$ cat src/rtl/plst_pkg.sv
// Shared constants for the positional list store: data width, operation and status codes.
package plst_pkg;

    localparam int DATA_W = 32;

    // Operation kinds
    localparam logic [2:0] K_INSERT = 3'd0;
    localparam logic [2:0] K_DELETE = 3'd1;
    localparam logic [2:0] K_LOCATE = 3'd2;
    localparam logic [2:0] K_ERASE  = 3'd3;
    localparam logic [2:0] K_REMOVE = 3'd4;
    localparam logic [2:0] K_DEDUPE = 3'd5;
    localparam logic [2:0] K_CLEAR  = 3'd6;

    // Result status codes
    localparam logic [1:0] ST_OK     = 2'd0;
    localparam logic [1:0] ST_FULL   = 2'd1;
    localparam logic [1:0] ST_BADPOS = 2'd2;

endpackage

$ cat src/rtl/positional_list_store.sv
// Top level of the positional list store: sequencer and shared compare/copy datapath.
//
// Usage: present i_kind, i_value and i_position with start high; the item transfers
// at the rising edge where start is high and busy is low. One result per item is
// shown on o_status, o_found, o_found_position and o_entry_count for exactly one
// cycle, marked by o_result_valid; the receiver cannot stall it.
// Clear, error cases and the unused kind finish at once: the result strobe comes
// in the cycle after the transfer and busy stays low, so these may follow each
// cycle. The other kinds stream the entries through the memory's single read port
// and one 32-bit equality compare, one entry per cycle:
//   insert:  shift up, then write the new value
//   delete:  shift down
//   locate, erase, remove all: one pass over the entries (locate stops at a hit)
//   dedupe:  per kept entry, a key read plus one pass over the entries after it.
// Reset (synchronous, active low) empties the list; the entry memory needs no
// clearing, since only entries below the count are ever read.
module positional_list_store
    import plst_pkg::*;
#(
    parameter int CAPACITY = 128
) (
    input  logic                     i_clk,
    input  logic                     i_rst_n,
    input  logic                     start,
    output logic                     busy,
    input  logic [2:0]               i_kind,
    input  logic signed [DATA_W-1:0] i_value,
    input  logic [7:0]               i_position,
    output logic                     o_result_valid,
    output logic [1:0]               o_status,
    output logic                     o_found,
    output logic [7:0]               o_found_position,
    output logic [7:0]               o_entry_count
);

    localparam int IDX_W = $clog2(CAPACITY);
    localparam int CNT_W = $clog2(CAPACITY + 1);
    localparam int CMP_W = ((CNT_W > 8) ? CNT_W : 8) + 1;

    typedef enum logic [5:0] {
        S_IDLE  = 6'b000001,
        S_SCAN  = 6'b000010,
        S_SHIFT = 6'b000100,
        S_INSWR = 6'b001000,
        S_DKEY  = 6'b010000,
        S_DWAIT = 6'b100000
    } t_state;

    t_state             r_state;
    logic [CNT_W-1:0]   r_count;
    logic [CNT_W-1:0]   r_rd;
    logic [CNT_W-1:0]   r_wr;
    logic [CNT_W-1:0]   r_lo;
    logic [CNT_W-1:0]   r_di;
    logic [IDX_W-1:0]   r_pidx;
    logic               r_pv;
    logic               r_hit;
    logic [2:0]         r_kind;
    logic [DATA_W-1:0]  r_key;
    logic               r_ov;
    logic [1:0]         r_status;
    logic               r_found;
    logic [7:0]         r_fpos;

    logic               ram_we;
    logic [IDX_W-1:0]   ram_waddr;
    logic [DATA_W-1:0]  ram_wdata;
    logic               ram_re;
    logic [IDX_W-1:0]   ram_raddr;
    logic [DATA_W-1:0]  rd_data;

    logic [CMP_W-1:0]   pos_x;
    logic [CMP_W-1:0]   cnt_x;
    logic [CMP_W-1:0]   pos_m1_x;
    logic [CMP_W-1:0]   pidx_p1_x;
    logic [CMP_W-1:0]   cnt_p1_x;
    logic [CNT_W-1:0]   pos_m1;
    logic [CNT_W-1:0]   rd_m1;
    logic               is_full;
    logic               ins_ok;
    logic               del_ok;
    logic               issue_up;
    logic               issue_dn;
    logic               match;
    logic               keep;
    logic               is_locate;

    // Position and count checks, widened so no compare wraps
    assign pos_x     = CMP_W'(i_position);
    assign cnt_x     = CMP_W'(r_count);
    assign pos_m1_x  = pos_x - CMP_W'(1);
    assign pos_m1    = pos_m1_x[CNT_W-1:0];
    assign pidx_p1_x = CMP_W'(r_pidx) + CMP_W'(1);
    assign cnt_p1_x  = cnt_x + CMP_W'(1);
    assign is_full   = (cnt_x >= CMP_W'(CAPACITY));
    assign ins_ok    = (i_position != 8'd0) && (pos_x <= cnt_p1_x);
    assign del_ok    = (i_position != 8'd0) && (pos_x <= cnt_x);

    // Stream control and the shared compare
    assign rd_m1     = r_rd - CNT_W'(1);
    assign issue_up  = (r_rd < r_count);
    assign issue_dn  = (r_rd > r_lo);
    assign match     = (rd_data == r_key);
    assign is_locate = (r_kind == K_LOCATE);
    assign keep      = (r_kind == K_DELETE) || !match || ((r_kind == K_ERASE) && r_hit);

    assign busy             = (r_state != S_IDLE);
    assign o_result_valid   = r_ov;
    assign o_status         = r_status;
    assign o_found          = r_found;
    assign o_found_position = r_fpos;
    assign o_entry_count    = cnt_x[7:0];

    // Memory port drive per state
    always_comb begin
        ram_we    = 1'b0;
        ram_waddr = r_wr[IDX_W-1:0];
        ram_wdata = rd_data;
        ram_re    = 1'b0;
        ram_raddr = r_rd[IDX_W-1:0];
        unique case (r_state)
            S_SCAN: begin
                ram_re = issue_up;
                ram_we = r_pv && keep && !is_locate;
            end
            S_SHIFT: begin
                ram_re    = issue_dn;
                ram_raddr = rd_m1[IDX_W-1:0];
                ram_we    = r_pv;
                ram_waddr = r_pidx + IDX_W'(1);
            end
            S_INSWR: begin
                ram_we    = 1'b1;
                ram_waddr = r_lo[IDX_W-1:0];
                ram_wdata = r_key;
            end
            S_DKEY: begin
                ram_re    = (r_di < r_count);
                ram_raddr = r_di[IDX_W-1:0];
            end
            default: begin
            end
        endcase
    end

    plst_ram #(
        .DEPTH (CAPACITY),
        .IDX_W (IDX_W)
    ) u_ram (
        .i_clk   (i_clk),
        .i_we    (ram_we),
        .i_waddr (ram_waddr),
        .i_wdata (ram_wdata),
        .i_re    (ram_re),
        .i_raddr (ram_raddr),
        .o_rdata (rd_data)
    );

    // Control state: reset clears it
    always_ff @(posedge i_clk) begin
        if (!i_rst_n) begin
            r_state <= S_IDLE;
            r_count <= '0;
            r_ov    <= 1'b0;
            r_pv    <= 1'b0;
        end else begin
            r_ov <= 1'b0;
            r_pv <= 1'b0;
            unique case (r_state)
                S_IDLE: begin
                    if (start) begin
                        unique case (i_kind)
                            K_INSERT: begin
                                if (is_full || !ins_ok) begin
                                    r_ov <= 1'b1;
                                end else begin
                                    r_state <= S_SHIFT;
                                end
                            end
                            K_DELETE: begin
                                if (!del_ok) begin
                                    r_ov <= 1'b1;
                                end else begin
                                    r_state <= S_SCAN;
                                end
                            end
                            K_LOCATE, K_ERASE, K_REMOVE: r_state <= S_SCAN;
                            K_DEDUPE: r_state <= S_DKEY;
                            K_CLEAR: begin
                                r_count <= '0;
                                r_ov    <= 1'b1;
                            end
                            default: r_ov <= 1'b1;
                        endcase
                    end
                end
                S_SCAN: begin
                    r_pv <= issue_up;
                    if (r_pv && is_locate && match) begin
                        r_ov    <= 1'b1;
                        r_state <= S_IDLE;
                    end else if (!issue_up && !r_pv) begin
                        if (is_locate) begin
                            r_ov    <= 1'b1;
                            r_state <= S_IDLE;
                        end else if (r_kind == K_DEDUPE) begin
                            r_count <= r_wr;
                            r_state <= S_DKEY;
                        end else begin
                            r_count <= r_wr;
                            r_ov    <= 1'b1;
                            r_state <= S_IDLE;
                        end
                    end
                end
                S_SHIFT: begin
                    r_pv <= issue_dn;
                    if (!issue_dn && !r_pv) begin
                        r_state <= S_INSWR;
                    end
                end
                S_INSWR: begin
                    r_count <= r_count + CNT_W'(1);
                    r_ov    <= 1'b1;
                    r_state <= S_IDLE;
                end
                S_DKEY: begin
                    if (r_di < r_count) begin
                        r_state <= S_DWAIT;
                    end else begin
                        r_ov    <= 1'b1;
                        r_state <= S_IDLE;
                    end
                end
                S_DWAIT: r_state <= S_SCAN;
                default: r_state <= S_IDLE;
            endcase
        end
    end

    // Datapath registers: pointers, key and result fields
    always_ff @(posedge i_clk) begin
        unique case (r_state)
            S_IDLE: begin
                if (start) begin
                    r_kind   <= i_kind;
                    r_key    <= i_value;
                    r_hit    <= 1'b0;
                    r_found  <= 1'b0;
                    r_fpos   <= 8'd0;
                    r_status <= ST_OK;
                    r_rd     <= '0;
                    r_wr     <= '0;
                    r_di     <= '0;
                    r_lo     <= pos_m1;
                    unique case (i_kind)
                        K_INSERT: begin
                            if (is_full) begin
                                r_status <= ST_FULL;
                            end else if (!ins_ok) begin
                                r_status <= ST_BADPOS;
                            end
                            r_rd <= r_count;
                        end
                        K_DELETE: begin
                            if (!del_ok) begin
                                r_status <= ST_BADPOS;
                            end
                            r_rd <= pos_x[CNT_W-1:0];
                            r_wr <= pos_m1;
                        end
                        default: begin
                        end
                    endcase
                end
            end
            S_SCAN: begin
                r_pidx <= r_rd[IDX_W-1:0];
                if (issue_up) begin
                    r_rd <= r_rd + CNT_W'(1);
                end
                if (r_pv && is_locate && match) begin
                    r_found <= 1'b1;
                    r_fpos  <= pidx_p1_x[7:0];
                end else if (r_pv && !is_locate) begin
                    if (keep) begin
                        r_wr <= r_wr + CNT_W'(1);
                    end
                    if (match) begin
                        r_hit <= 1'b1;
                    end
                end
                if (!issue_up && !r_pv) begin
                    // only a locate miss reports count + 1; other kinds keep zero
                    if (is_locate) begin
                        r_fpos <= cnt_p1_x[7:0];
                    end
                    r_di <= r_di + CNT_W'(1);
                end
            end
            S_SHIFT: begin
                r_pidx <= rd_m1[IDX_W-1:0];
                if (issue_dn) begin
                    r_rd <= rd_m1;
                end
            end
            S_DWAIT: begin
                r_key <= rd_data;
                r_rd  <= r_di + CNT_W'(1);
                r_wr  <= r_di + CNT_W'(1);
                r_hit <= 1'b0;
            end
            default: begin
            end
        endcase
    end

`ifndef SYNTHESIS
    // The count never passes the capacity
    a_count_cap: assert property (@(posedge i_clk) disable iff (!i_rst_n)
        cnt_x <= CMP_W'(CAPACITY))
        else $error("entry count above capacity");

    // A result is only shown while the block is idle
    a_valid_idle: assert property (@(posedge i_clk) disable iff (!i_rst_n)
        o_result_valid |-> !busy)
        else $error("result strobe while busy");

    // An accepted item either starts work or reports at once
    a_accept_reacts: assert property (@(posedge i_clk) disable iff (!i_rst_n)
        (start && !busy) |=> (busy || o_result_valid))
        else $error("accepted item produced neither work nor a result");

    // Compaction never writes ahead of its read pointer
    a_wr_behind_rd: assert property (@(posedge i_clk) disable iff (!i_rst_n)
        (r_state == S_SCAN) |-> (r_wr <= r_rd))
        else $error("write pointer passed read pointer");

    // A found value always comes with an ok status
    a_found_ok: assert property (@(posedge i_clk) disable iff (!i_rst_n)
        (o_result_valid && o_found) |-> (o_status == ST_OK))
        else $error("found flag with error status");
`endif

endmodule

$ cat src/rtl/plst_ram.sv
// Entry memory of the list store: one write port, one registered read port.
module plst_ram
    import plst_pkg::*;
#(
    parameter int DEPTH = 128,
    parameter int IDX_W = 7
) (
    input  logic              i_clk,
    input  logic              i_we,
    input  logic [IDX_W-1:0]  i_waddr,
    input  logic [DATA_W-1:0] i_wdata,
    input  logic              i_re,
    input  logic [IDX_W-1:0]  i_raddr,
    output logic [DATA_W-1:0] o_rdata
);

    logic [DATA_W-1:0] r_mem [DEPTH];

    // Write port
    always_ff @(posedge i_clk) begin
        if (i_we) begin
            r_mem[i_waddr] <= i_wdata;
        end
    end

    // Registered read port
    always_ff @(posedge i_clk) begin
        if (i_re) begin
            o_rdata <= r_mem[i_raddr];
        end
    end

endmodule

$ cat config.mk
export PLATFORM = sky130hd
export DESIGN_NAME = positional_list_store
export DESIGN_NICKNAME = d
export VERILOG_FILES = /design/src/rtl/plst_pkg.sv /design/src/rtl/positional_list_store.sv /design/src/rtl/plst_ram.sv
export SDC_FILE = /design/constraint.sdc
export NUM_CORES = 2
export LEC_CHECK = 0
export BUFFER_PORTS_ARGS = -buffer_cell sky130_fd_sc_hd__buf_2
export CAP_MARGIN = 20
export CELL_PAD_IN_SITES_DETAIL_PLACEMENT = 1
export CELL_PAD_IN_SITES_GLOBAL_PLACEMENT = 1
export CORE_MARGIN = 10
export CORE_UTILIZATION = 50
export CTS_CLUSTER_SIZE = 40
export DETAILED_ROUTE_END_ITERATION = 12
export PLACE_DENSITY = 0.77
export REMOVE_ABC_BUFFERS = 1
export SYNTH_ARGS = -nofsm -noshare
export SYNTH_HDL_FRONTEND = slang
export SYNTH_HIERARCHICAL = 1
export SYNTH_SLANG_ARGS = --single-unit
$ cat constraint.sdc
create_clock -name i_clk -period 6.8 [get_ports i_clk]
set_input_delay 1.02 -clock i_clk [delete_from_list [all_inputs] [get_ports i_clk]]
set_output_delay 1.02 -clock i_clk [all_outputs]
set_load 0.005 [all_outputs]
==> results.md <==
* Post-route ant nets at 0
* FP Rows at 210
* CTS Buf Count at 412
* # H-tree levels at 5
* Post-synth EDFFs at 4214
* Mapped cell area at 0.164 mm²
* Layout cells sized above 1 at 32.8%
* Die W at 593 µm
* Max-cap violations at 0
* Hold_buf cts at 0
* Synthesized-area fraction occupied by adder cells at 0.343%
* Hold Startpoint: i_kind[0]
* Core Footprint at 0.327 mm²
* Post-cts sizing count at 0
* Drt pass-1 iters at 7
* Yosys top cell area share at 77.2%
* Via Count at 82500
* Flop2flop setup slack at 0.67 ns
* Static Leakage at 0.0569 µW
* Final WL at 483000 µm
* Maximum VDD drop at 0.000260 V
* Die Y at 593 µm
* Type of the worst min-delay path: input port to flop
* Area Growth Syn to Fin at 13.4%
* FILL cells at 27000
* Vias per cell at 6.88
* Max Fclk at 163 MHz
* Deepest clock path buffer count at 4
* Hold Path Sink: r_kind[0]
* TritonCTS Sinks at 4230
* Post-Synth Simple-Gate Area at 1.54%
* Most frequent CP cell: nand2_1
* Crit path max fanout at 18
* Sequential share of the synthesized area at 77.4%
* Worst Path Required at 7.46 ns
* Worst-path clk slew at 0.06 ns
* Slowest stage delay, CP at 0.84 ns
* Post-synth cell types at 68
* Ys async rst share at 0%
* Drt wl/cell at 40.3 µm
* Multi-input gate area at 0.0368 mm²
* CTS tree: built
* Largest net degree at the start of global routing at 148
* WHS Path Cells at 1
* Average size of a mapped cell at 23.9 µm²
* Worst hold slack at 0.310 ns
* Most common cell after layout, fill and taps aside: edfxtp_1
* Initial core utilization at 50.2%
* Worst-Margin Slew at 1.19 ns
* First-pass GRT wire length at 674000 µm
* GPL Wtd Cong at 0.879
* Outcome: completed
* Final setup vio count at 0
* CTS Root Cell: clkbuf_16
* Crit Reg-Reg Endpoint: u_ram/r_mem[10][29]
* FF+latch count, synth at 4230
* Final Net Count at 7363
* Detailed Place HPWL at 264000 µm
* Post-Synth XOR/XNOR Area at 0.382%
* Power, Total at 69900 µW
* Slew Limit Fails at 0
* PwrDens at 376 mW/mm²
* Most area-consuming cells after synthesis: edfxtp_1 77%, mux4_2 18%, nand2_1 0.57%
* Clock Skews at 0.0612 ns
* I/O pin total at 67
* Crit-path cells: xnor2_1 -> nand4_1 -> nor4_1 -> nand2_1 -> a31oi_1 -> nor3_1 -> o21ai_0 -> nand2_1 -> nor2b_1 -> nand2_2 -> nor2_4 -> buf_4
* Synth area leader: edfxtp_1
* Critical path arrival at 6.79 ns
* Setup bufs post-CTS at 0
* Minimum clock period at 6.13 ns
* Prevailing post-synth register cell: edfxtp_1
* Slowest-stage cell, CP: nand2_2
* Commonest non-fill, non-tap cells in the layout: 4214 x edfxtp_1, 1344 x mux4_2, 417 x clkbuf_16
* Reg2reg path depth at 12
* Critical path class: flop to flop
* Gr ovfl total at 0
* RSZ-0062 raised after global routing: false
* Crit start category: flop
* Fin crit share at 90.2%
* PortBufs at 66
* Synth Area in Compound Gates at 0.686%
* Slew HR at 20.7%
* Die area at 0.351 mm²
* Initial antenna violation count at 66
* Reg2reg start: u_ram/o_rdata[30]
* CP Capture Type: flop
* Syn Inst Count at 6858
* GRT Total Usage at 27.2%
* Mux share of post-synthesis cell area at 18.7%
* Vias in the first global route at 84400
* Clk_lat worst skew at 0.99 ns
* FF/Latch Area at 0.127 mm²
* DRT iter0 DRCs at 14800
* Largest family of logic cells by synthesized area: multiplexers
* # DRC at 0
* Hold Fails Final Rpt at 0
* Synth Warn # at 6
## synthesized netlist by cell type (10+ instances only)
cell type	n
nand2_1	251
xnor2_1	58
o21ai_0	36
buf_2	88
buf_1	53
dfxtp_1	16
and3_1	11
mux4_2	1344
clkbuf_1	208
edfxtp_1	4214
a22oi_1	12
nor3_1	24
ha_1	45
a21oi_1	37
xor2_1	11
nor2_1	174
a211oi_1	15
nand4_1	15
inv_1	30
mux2_2	38
nor2b_1	10
nand3_1	42
## critical path: cells and delay by family, from the launching register on
family	cells	cell delay [ns]
AND/OR/NAND/NOR	8	3.29
AO/OA/AOI/OAI	2	0.98
flip-flops	1	0.59
XOR/XNOR	1	0.51
buffers and inverters	1	0.40
## how the worst max path moves through the flow
stage,startpoint,end,slack [ns],depth (start not counted)
2_1_floorplan,r_state[1],u_ram/o_rdata[0],-39.02,8
3_3_place_gp,r_state[4],u_ram/o_rdata[31],1.02,12
3_5_place_dp,r_state[4],u_ram/o_rdata[31],1.03,12
4_1_cts,r_state[4],u_ram/o_rdata[31],0.98,12
5_1_grt,r_state[4],u_ram/o_rdata[31],0.69,12
6_report,u_ram/o_rdata[30],u_ram/r_mem[10][29],0.67,12
## through the flow
stage                     setup WS (ns)  cells  area, µm²  TNS (ns)  util, %
after CTS                         0.976  12000     186000         0     56.8
final                             0.669  12000     186000         0     56.9
after global routing              0.692  12000     186000         0     56.9
after global placement             1.02  11200     172000         0     52.7
after floorplan                  -39.02   6501     163000  -1248.55        -
after detailed placement           1.03  11200     172000         0     52.7
## power breakdown
group / switching [µW] / total (µW) / internal (µW) / leakage (µW)
clock network: 10100 / 22900 / 12800 / 0.00645
logic: 10100 / 17900 / 7770 / 0.0124
registers: 230 / 29100 / 28900 / 0.0381
## kinds of logic (layout without fill, tap and decap cells)
| logic type | after synthesis | in the layout |
|---|---|---|
| flip-flops | 4230 | 4230 |
| multiplexers | 1382 | 1382 |
| AND/OR/NAND/NOR | 575 | 575 |
| buffers and inverters | 388 | 1142 |
| AO/OA/AOI/OAI | 168 | 168 |
| XOR/XNOR | 70 | 70 |
| adder cells (fa/ha/maj) | 45 | 45 |
| other | 0 | 28 |
## sequential cells by signal (all words and copies together), names as in the netlist, 6 cells and up
signal,count
o_found_position,8
u_ram/r_mem,4096
r_pidx,7
u_ram/o_rdata,32
r_rd,8
r_di,8
r_wr,8
r_key,32
o_entry_count,8
r_lo,8
r_state,6
## layer usage
| layer | vias to the layer above | track usage (%) | part of all wire, % |
|---|---|---|---|
| met5 | - | 0 | 0.035 |
| met4 | 26 | 13.0 | 5.4 |
| met3 | 1231 | 6.71 | 12 |
| met2 | 6801 | 42.2 | 47 |
| met1 | 44100 | 36.7 | 35 |
| li1 | 30300 | - | - |
## cell type report
class                   instances  share of cell area [%]
flip-flops and latches       4230                    68.2
multi-input cells            2240                    19.8
clock buffers                 508                    5.81
well taps                    4346                    2.92
repair buffers                357                    1.79
clock inverters               246                    1.33
inverters                      31                  0.0626
diodes                         28                  0.0377
No activity file was read; power rests on OpenSTA's default activity.
